--- src/design/goal_pkg.sv ---
// shared types and constants for the gyro outlier-rejecting adaptive low-pass filter
package goal_pkg;

  // field widths
  localparam int RateW  = 24;
  localparam int LimitW = 23;
  localparam int CoeffW = 17;
  localparam int FracW  = 16;
  localparam int AddrW  = 4;
  localparam int DataW  = 32;

  // coefficient value that means 1.0
  localparam logic [CoeffW-1:0] CoeffOne = CoeffW'(65536);

  // reset values of the configuration registers
  localparam logic [LimitW-1:0] OutlierLimitRst = LimitW'(655360);
  localparam logic [LimitW-1:0] HeavyLimitRst   = LimitW'(131072);
  localparam logic [CoeffW-1:0] LightCoeffRst   = CoeffW'(13107);
  localparam logic [CoeffW-1:0] HeavyCoeffRst   = CoeffW'(3277);

  // register indexes, byte address is 4 times the index
  typedef enum logic [1:0] {
    REG_OUTLIER_LIMIT = 2'd0,
    REG_HEAVY_LIMIT   = 2'd1,
    REG_LIGHT_COEFF   = 2'd2,
    REG_HEAVY_COEFF   = 2'd3
  } reg_idx_t;

  // configuration seen by the datapath
  typedef struct packed {
    logic [LimitW-1:0] outlier_limit;
    logic [LimitW-1:0] heavy_limit;
    logic [CoeffW-1:0] light_coeff;
    logic [CoeffW-1:0] heavy_coeff;
  } cfg_t;

endpackage

--- src/design/goal_cfg.sv ---
// configuration register file with an apb-style access port
module goal_cfg
  import goal_pkg::*;
(
  input  logic             clk,
  input  logic             rst,
  input  logic             psel,
  input  logic             penable,
  input  logic             pwrite,
  input  logic [AddrW-1:0] paddr,
  input  logic [DataW-1:0] pwdata,
  output logic [DataW-1:0] prdata,
  output logic             pready,
  output cfg_t             cfg
);

  cfg_t     regs;
  reg_idx_t idx;
  logic     wr_en;

  assign pready = 1'b1;
  assign idx    = reg_idx_t'(paddr[AddrW-1:2]);
  assign wr_en  = psel && penable && pwrite;
  assign cfg    = regs;

  // register writes on the access cycle
  always_ff @(posedge clk) begin
    if (rst) begin
      regs.outlier_limit <= OutlierLimitRst;
      regs.heavy_limit   <= HeavyLimitRst;
      regs.light_coeff   <= LightCoeffRst;
      regs.heavy_coeff   <= HeavyCoeffRst;
    end else if (wr_en) begin
      unique case (idx)
        REG_OUTLIER_LIMIT: regs.outlier_limit <= pwdata[LimitW-1:0];
        REG_HEAVY_LIMIT:   regs.heavy_limit   <= pwdata[LimitW-1:0];
        REG_LIGHT_COEFF:   regs.light_coeff   <= pwdata[CoeffW-1:0];
        REG_HEAVY_COEFF:   regs.heavy_coeff   <= pwdata[CoeffW-1:0];
        default: ;
      endcase
    end
  end

  // read data mux
  always_comb begin
    unique case (idx)
      REG_OUTLIER_LIMIT: prdata = DataW'(regs.outlier_limit);
      REG_HEAVY_LIMIT:   prdata = DataW'(regs.heavy_limit);
      REG_LIGHT_COEFF:   prdata = DataW'(regs.light_coeff);
      REG_HEAVY_COEFF:   prdata = DataW'(regs.heavy_coeff);
      default:           prdata = '0;
    endcase
  end

endmodule

--- src/design/goal_core.sv ---
// filter datapath: outlier rejection, coefficient choice, smoothing step and filter state
module goal_core
  import goal_pkg::*;
(
  input  logic                    clk,
  input  logic                    rst,
  input  cfg_t                    cfg,
  input  logic                    advance,
  input  logic signed [RateW-1:0] sample,
  output logic signed [RateW-1:0] result
);

  localparam int DiffW = RateW + 1;
  localparam int ProdW = DiffW + CoeffW + 1;
  localparam int SumW  = ProdW - FracW;

  logic signed [RateW-1:0]  last_accepted;
  logic signed [RateW-1:0]  last_output;
  logic signed [DiffW-1:0]  jump;
  logic        [DiffW-1:0]  jump_abs;
  logic signed [RateW-1:0]  x_acc;
  logic signed [DiffW-1:0]  dev;
  logic        [DiffW-1:0]  dev_abs;
  logic        [CoeffW-1:0] coeff_sel;
  logic        [CoeffW-1:0] alpha;
  logic signed [ProdW-1:0]  prod;
  logic signed [SumW-1:0]   step;
  logic signed [SumW-1:0]   sum;

  // reject a sample that jumps too far from the last accepted one
  assign jump     = DiffW'(sample) - DiffW'(last_accepted);
  assign jump_abs = jump[DiffW-1] ? DiffW'(-jump) : DiffW'(jump);
  assign x_acc    = (jump_abs > DiffW'(cfg.outlier_limit)) ? last_accepted : sample;

  // heavy smoothing when far from the last output
  assign dev       = DiffW'(x_acc) - DiffW'(last_output);
  assign dev_abs   = dev[DiffW-1] ? DiffW'(-dev) : DiffW'(dev);
  assign coeff_sel = (dev_abs > DiffW'(cfg.heavy_limit)) ? cfg.heavy_coeff : cfg.light_coeff;
  assign alpha     = (coeff_sel > CoeffOne) ? CoeffOne : coeff_sel;

  // out = last + floor(alpha * dev / 2^16), stays between last output and accepted sample
  assign prod   = signed'({1'b0, alpha}) * dev;
  assign step   = prod[ProdW-1:FracW];
  assign sum    = SumW'(last_output) + step;
  assign result = sum[RateW-1:0];

  // filter state follows each item as it completes
  always_ff @(posedge clk) begin
    if (rst) begin
      last_accepted <= '0;
      last_output   <= '0;
    end else if (advance) begin
      last_accepted <= x_acc;
      last_output   <= result;
    end
  end

endmodule

--- src/design/gyro_outlier_adaptive_lowpass.sv ---
// top level of the gyro outlier-rejecting adaptive low-pass filter
//
// one angular-rate channel, Q.16 rad/s samples in, smoothed Q.16 samples out
// input stream: s_tvalid/s_tready/s_tdata, one sample per transfer
// output stream: m_tvalid/m_tready/m_tdata, exactly one result per sample, in order
// configuration: apb-style port, outlier limit at 0x0, heavy limit at 0x4,
//   light coefficient at 0x8, heavy coefficient at 0xc; write only while idle
// a sample is captured in an input register; the filter step (compare, select,
//   multiply, add) runs between that register and the output register
// order: a sample's transfer loads the input register, and advance then loads its
//   result into the output register, which drives m_tvalid
// throughput: one sample per cycle while m_tready is high, set by the
//   combinational step that updates last accepted sample and last output per result
// when the receiver stalls the output register holds its result and one more
//   sample can still be taken into the input register before s_tready drops
// reset (rst, synchronous) empties both registers, clears the filter state to
//   zero and loads the register defaults
module gyro_outlier_adaptive_lowpass
  import goal_pkg::*;
(
  input  logic             clk,
  input  logic             rst,
  // slave side, tdata: rate_sample[23:0]
  input  logic             s_tvalid,
  output logic             s_tready,
  input  logic [RateW-1:0] s_tdata,
  // master side, tdata: smoothed_rate[23:0]
  output logic             m_tvalid,
  input  logic             m_tready,
  output logic [RateW-1:0] m_tdata,
  // configuration port
  input  logic             psel,
  input  logic             penable,
  input  logic             pwrite,
  input  logic [AddrW-1:0] paddr,
  input  logic [DataW-1:0] pwdata,
  output logic [DataW-1:0] prdata,
  output logic             pready
);

  cfg_t                    cfg;
  logic                    in_valid;
  logic signed [RateW-1:0] in_sample;
  logic                    out_valid;
  logic [RateW-1:0]        out_data;
  logic                    advance;
  logic signed [RateW-1:0] result;

  goal_cfg u_cfg (
    .clk     (clk),
    .rst     (rst),
    .psel    (psel),
    .penable (penable),
    .pwrite  (pwrite),
    .paddr   (paddr),
    .pwdata  (pwdata),
    .prdata  (prdata),
    .pready  (pready),
    .cfg     (cfg)
  );

  // item moves from input register to output register
  assign advance  = in_valid && (!out_valid || m_tready);
  assign s_tready = !in_valid || advance;

  goal_core u_core (
    .clk     (clk),
    .rst     (rst),
    .cfg     (cfg),
    .advance (advance),
    .sample  (in_sample),
    .result  (result)
  );

  // input register
  always_ff @(posedge clk) begin
    if (rst) begin
      in_valid <= 1'b0;
    end else if (s_tready) begin
      in_valid <= s_tvalid;
    end
  end

  always_ff @(posedge clk) begin
    if (s_tvalid && s_tready) begin
      in_sample <= signed'(s_tdata);
    end
  end

  // output register
  always_ff @(posedge clk) begin
    if (rst) begin
      out_valid <= 1'b0;
    end else if (advance) begin
      out_valid <= 1'b1;
    end else if (m_tready) begin
      out_valid <= 1'b0;
    end
  end

  always_ff @(posedge clk) begin
    if (advance) begin
      out_data <= result;
    end
  end

  assign m_tvalid = out_valid;
  assign m_tdata  = out_data;

endmodule
--- config.mk ---
export PLATFORM = sky130hd
export DESIGN_NAME = gyro_outlier_adaptive_lowpass
export DESIGN_NICKNAME = d
export VERILOG_FILES = /design/src/design/goal_pkg.sv /design/src/design/goal_cfg.sv /design/src/design/goal_core.sv /design/src/design/gyro_outlier_adaptive_lowpass.sv
export SDC_FILE = /design/constraint.sdc
export NUM_CORES = 2
export LEC_CHECK = 0
export BUFFER_PORTS_ARGS = -buffer_cell sky130_fd_sc_hd__buf_4
export CAP_MARGIN = 20
export CORE_ASPECT_RATIO = 0.7
export CORE_MARGIN = 2
export CORE_UTILIZATION = 50
export CTS_BUF_LIST = sky130_fd_sc_hd__clkbuf_4
export DETAILED_ROUTE_END_ITERATION = 16
export GPL_TIMING_DRIVEN = 0
export MAX_ROUTING_LAYER = met4
export PLACE_DENSITY = 0.67
export SLEW_MARGIN = 20
export SYNTH_ARGS = -nofsm -noshare
export SYNTH_HDL_FRONTEND = slang
export SYNTH_SLANG_ARGS = --single-unit
--- constraint.sdc ---
create_clock -name clk -period 29.2 [get_ports clk]
set_input_delay 1.46 -clock clk [delete_from_list [all_inputs] [get_ports clk]]
set_output_delay 1.46 -clock clk [all_outputs]
set_load 0.05 [all_outputs]
Yosys cells after proc, flatten, opt, wreduce, memory -nomap -nowiden
Cells that the tools add are included. W data, S select, Z words.

Bits in registers: 178. Input port bits: 67. Output and inout port bits: 59. Logic and storage cells: 44.

$add $sub $neg: 5. Multipliers: 1. Magnitude comparators: 3. Equality and inequality tests: 3. Multiplexer cells: 8. Reductions and logical operators: 14.

Operators by type and width (number): $pmux W32 S4 (1); $gt A25 B23 Y1 (2); $mux W25 (2); $neg A25 Y25 (2); $sub A24 B24 Y25 (2); $mul A18 B25 Y40 (1); $mux W17 (2); $add A24 B24 Y24 (1); $mux W24 (1); $gt A17 B17 Y1 const B (1); $reduce_and A2 Y1 (4); $eq A2 B2 Y1 const B (2); $logic_and A1 B1 Y1 (4); $eq A2 B1 Y1 const B (1); $logic_not A1 Y1 (2); $logic_not A2 Y1 (1); $logic_or A1 B1 Y1 (2); $mux W1 (2); $reduce_bool A2 Y1 (1).

Depth between registers and ports, before layout
Depth in word-level cells: 14. Depth in mapped cells: 92. Gate-level depth less buffers: 87.

Cells and area by module
From an unflattened synthesis, not the netlist that was laid out.

Cells, all modules: 3165. Area, all modules: 27815.4 um2.

Modules (own cells, without submodules): goal_core (times used 1, cells an instance 2740, area each 22401.5 um2, seq. area each 960.9 um2); goal_cfg (times used 1, cells an instance 367, area each 3868.7 um2, seq. area each 1601.5 um2); gyro_outlier_adaptive_lowpass (times used 1, cells an instance 58, area each 1545.2 um2, seq. area each 1481.4 um2).

Worst setup path before layout
Ideal clock, no wire load.

Kind: register -> register. From: register in_sample[0]. To: register u_core.last_output[23]. Setup time: 91 ps. Arrival: 18779 ps. Data required time: 29109 ps. Setup slack: 10330 ps. Cell stages (with the launch flop): 88. Buffers on the path: 5. Period minus slack after synthesis: 18870 ps. Cell sequence: edfxtp_1 > inv_1 > ha_1 > fa_1 > nor2b_1 > o2111a_1 > nor3_1 > o21ba_2 > a211oi_1 > o31ai_1 > a21boi_0 > o21ai_0 > a31oi_1 > clkbuf_1 > a21oi_1 > xnor2_1 > ha_1 > a21o_1 > (+52 left out) > a2111oi_0 > o211ai_1 > and2_1 > o21ai_0 > a21boi_0 > o21a_1 > nor2_1 > xnor2_1 > ha_1 > nand2_1 > o41ai_1 > a21oi_1 > o21ai_0 > a21boi_0 > o41ai_1 > xnor3_1 > or3_1 > a311oi_1.

Longest elaborated chain between the ends: 14.

RTL lines: start: declaration (line gyro_outlier_adaptive_lowpass.sv:43) `logic signed [RateW-1:0] in_sample;`; start signal: assignment (line gyro_outlier_adaptive_lowpass.sv:86) `in_sample <= signed'(s_tdata);`; $sub A24 B24 Y25 (line goal_core.sv:31) `assign jump = DiffW'(sample) - DiffW'(last_accepted);`; $neg A25 Y25 (line goal_core.sv:32) `assign jump_abs = jump[DiffW-1] ? DiffW'(-jump) : DiffW'(jump);`; $mux W25 (line goal_core.sv:32); $gt A25 B23 Y1 (line goal_core.sv:33) `assign x_acc = (jump_abs > DiffW'(cfg.outlier_limit)) ? last_accepted : sample;`; $mux W24 * (line goal_core.sv:33); $sub A24 B24 Y25 * (line goal_core.sv:36) `assign dev = DiffW'(x_acc) - DiffW'(last_output);`; $neg A25 Y25 (line goal_core.sv:37) `assign dev_abs = dev[DiffW-1] ? DiffW'(-dev) : DiffW'(dev);`; $mux W25 (line goal_core.sv:37); $gt A25 B23 Y1 (line goal_core.sv:38) `assign coeff_sel = (dev_abs > DiffW'(cfg.heavy_limit)) ? cfg.heavy_coeff : cfg.light_coeff;`; $mux W17 (line goal_core.sv:38); $gt A17 B17 Y1 (line goal_core.sv:39) `assign alpha = (coeff_sel > CoeffOne) ? CoeffOne : coeff_sel;`; $mux W17 (line goal_core.sv:39); $mul A18 B25 Y40 * (line goal_core.sv:42) `assign prod = signed'({1'b0, alpha}) * dev;`; $add A24 B24 Y24 * (line goal_core.sv:44) `assign sum = SumW'(last_output) + step;`; end signal: assignment (line goal_core.sv:54) `last_output <= result;`; end: declaration (line goal_core.sv:18) `logic signed [RateW-1:0] last_output;`.

Mark *: on every way between the ends. The rest lies on a longest branch, timed or not. A chain may end at the register's enable or synchronous reset.

Worst setup path in the final report
Ends and elaborated chain as after synthesis.

==> impl_metrics.toml <==
[drt]
antenna_left = 0
via_per_inst = 5.67
drt_iter0_markers = 2404
vias = 23140
routed_wirelength_mm = 88.6
wl_per_cell_um = 21.7
drt_first_pass_iters = 5
drc = 0

[cts]
cts_tree = "yes"
ctsResizeCount = 0
cts-root-buf = "clkbuf_4"
cts_buffers = 17
cts.sinks = 178
cts_hold_buf = 0
cts.htree.levels = 4
cts_buffer_depth = 2
clock_latency_ns = 0.63
clkTransAtPathRegs_ns = 0.17
post-cts-setup-buffer-count = 0

[layout]
fin_nets = 4017
layout-drive-gt1-share_pct = 8.22
stdcell_count = 4080
syn_to_final_growth_pct = 7.92

[timing]
report.final.slew_viol_count = 0
hold_violations = 0
setup_viol = 0
max_freq_mhz = 39.4
rsz0062_at_grt = "false"
setup_tns_ns = 0
clock_skew_ns = 0.0316
relSlewSlack_pct = 12.8
fin_crit_sh_pct = 86.9
max_slew.worst_pin.slew_ns = 1.30
period_minus_slack_ns = 25.38

[setup_path]
worstPathMaxFanout = 10
max_stage_delay_ns = 0.85
slowest_stage = "o41ai_1"
crit_type = "register to register"
setup.worst_path.start_class = "register"
critical_path_required_ns = 29.73
cp_data_arrival_time_ns = 25.92
crit_path_end_kind = "register"

[place]
dp_hpwl_mm = 74.4
gp_congestion = 1.02
place_inst = 4044
port_buffers = 103

[floorplan]
start_util_pct = 50.6
die-area_um2 = 56400
fp.dieH_um = 199
core_area_um2 = 53800
num_io_pins = 126
die_x_um = 283
rows = 71

[synthesis]
syn_area_um2 = 27300
async_reset_ff_share_pct = 0
syn_avg_cell_area_um2 = 8.52
ys_types = 80
ys.warnings.count = 0
synth_seq_cells = 178
seq_area_frac_synth_pct = 14.8
synth-edff-count = 48
synth_ff_type = "dfxtp_1"
netlist_instances = 3201

[status]
status = "completed"

[global_route]
grt_usage_pct = 33.1
antenna_found_initial = 3
grt_pass1_wl_mm = 138
overflow = 0
grt_pass1_vias = 23018
grt_max_degree = 31

[min_path]
hold_path_class = "register to register"

[run]
maxCapViolCount = 0
[layer usage]
metal	up-vias	share of wire, %	track usage [%]	wire length [µm]
met2	1068	42	47.3	37000
li1	10447	-	-	-
met4	0	1.9	6.64	1670
met3	121	10	6.64	8850
met1	11504	46	48.5	41100
met5	-	0	-	0
[cells in the mapped netlist, types with 7 or more instances]
library cell,instances,area (µm²)
or2_2,29,181
nand2b_1,78,488
clkbuf_1,104,390
nand4_1,20,125
a2111oi_0,10,87.6
buf_4,14,105
buf_1,8,30.0
and3_1,12,75.1
o211ai_1,21,158
edfxtp_1,48,1440
mux4_2,17,383
nor3b_1,7,52.6
buf_2,20,100
xor2_1,34,298
o21a_1,26,195
dfxtp_1,130,2600
nand3_1,49,245
and2_1,17,106
a31oi_1,20,125
nor4_1,13,81.3
a21o_1,45,338
or3_1,13,81.3
a21oi_1,167,836
nand2_1,389,1460
a211oi_1,10,75.1
nor3_1,27,135
o21ai_0,59,295
mux2_2,25,282
nor2_1,356,1340
mux2i_1,41,410
nor2b_1,22,138
fa_1,397,7950
o31ai_1,9,67.6
ha_1,220,2750
xnor2_1,104,911
inv_1,544,2040
[through the flow]
stage / worst slack [ns] / hold slack [ns] / util (%) / cell area (µm²)
finish: 3.82 / 0.482 / 54.7 / 29400
global route: 2.40 / 0.502 / 54.7 / 29400
CTS: 4.38 / 0.485 / 54.6 / 29400
detailed placement: 4.47 / 0.465 / 54.0 / 29100
global placement: 2.86 / 0.458 / 53.8 / 29000
floorplan: 10.33 / 0.445 / - / 27300
[final cells by class]
class	instances	area, µm²
diodes	5	12.5
plain buffers	147	638
clock buffers	17	128
clock inverters	14	173
fillers	5099	24400
inverters	544	2040
multi-input cells	2340	20700
flip-flops and latches	178	4040
well taps	730	913
repair buffers	105	801
[state kept, by name, indices dropped and copies added (netlist names)]
name / count
in_valid: 1
m_tdata: 24
m_tvalid: 1
u_core.last_output: 24
in_sample: 24
u_cfg.cfg: 80
u_core.last_accepted: 24
[final timing paths]
path                      startpoint  slack (ns)                      end  depth (start not counted)
min          u_core.last_accepted[2]        0.48  u_core.last_accepted[2]                          2
max                     in_sample[0]        3.82   u_core.last_output[23]                         86
max reg2reg             in_sample[0]        3.82   u_core.last_output[23]                         86
min reg2reg  u_core.last_accepted[2]        0.48  u_core.last_accepted[2]                          2
[placed cells by master, fill, tap and decap left out, types with 10 or more instances in the layout]
cell type / instances
a211oi_1: 10
a21o_1: 45
a21oi_1: 166
a31oi_1: 11
and2_1: 16
and3_1: 12
buf_2: 20
buf_4: 118
clkbuf_1: 103
clkbuf_4: 17
conb_1: 10
dfxtp_1: 130
edfxtp_1: 48
fa_1: 397
ha_1: 220
inv_1: 544
mux2_2: 25
mux2i_1: 40
mux4_2: 17
nand2_1: 389
nand2b_1: 78
nand3_1: 49
nand4_1: 20
nor2_1: 356
nor2b_1: 22
nor3_1: 27
nor4_1: 13
o211ai_1: 21
o21a_1: 26
o21ai_0: 58
or2_2: 29
or3_1: 13
xnor2_1: 103
xor2_1: 32
[logic make-up (layout without fill, tap and decap cells)]
group,after synthesis,after routing,share of synthesized area (%)
AND/OR/NAND/NOR,1041,1041,16.9
buffers and inverters,691,827,9.83
adder cells (fa/ha/maj),617,617,39.2
AO/OA/AOI/OAI,446,446,10.5
flip-flops,178,178,14.8
XOR/XNOR,143,143,4.75
multiplexers,83,83,3.94
other,2,15,0.0275
[critical path, delay by kind of cell, from the launching register on]
family	cells	cell delay, ns
compound gates	42	12.65
fa+ha+maj	14	4.99
simple gates	15	2.92
buf+inv	10	2.71
xor+xnor	4	1.18
flops	1	0.48
mux	1	0.26
Power is not shown: default switching activity piles up to over one toggle a cycle in this logic, so the estimate is an artifact.
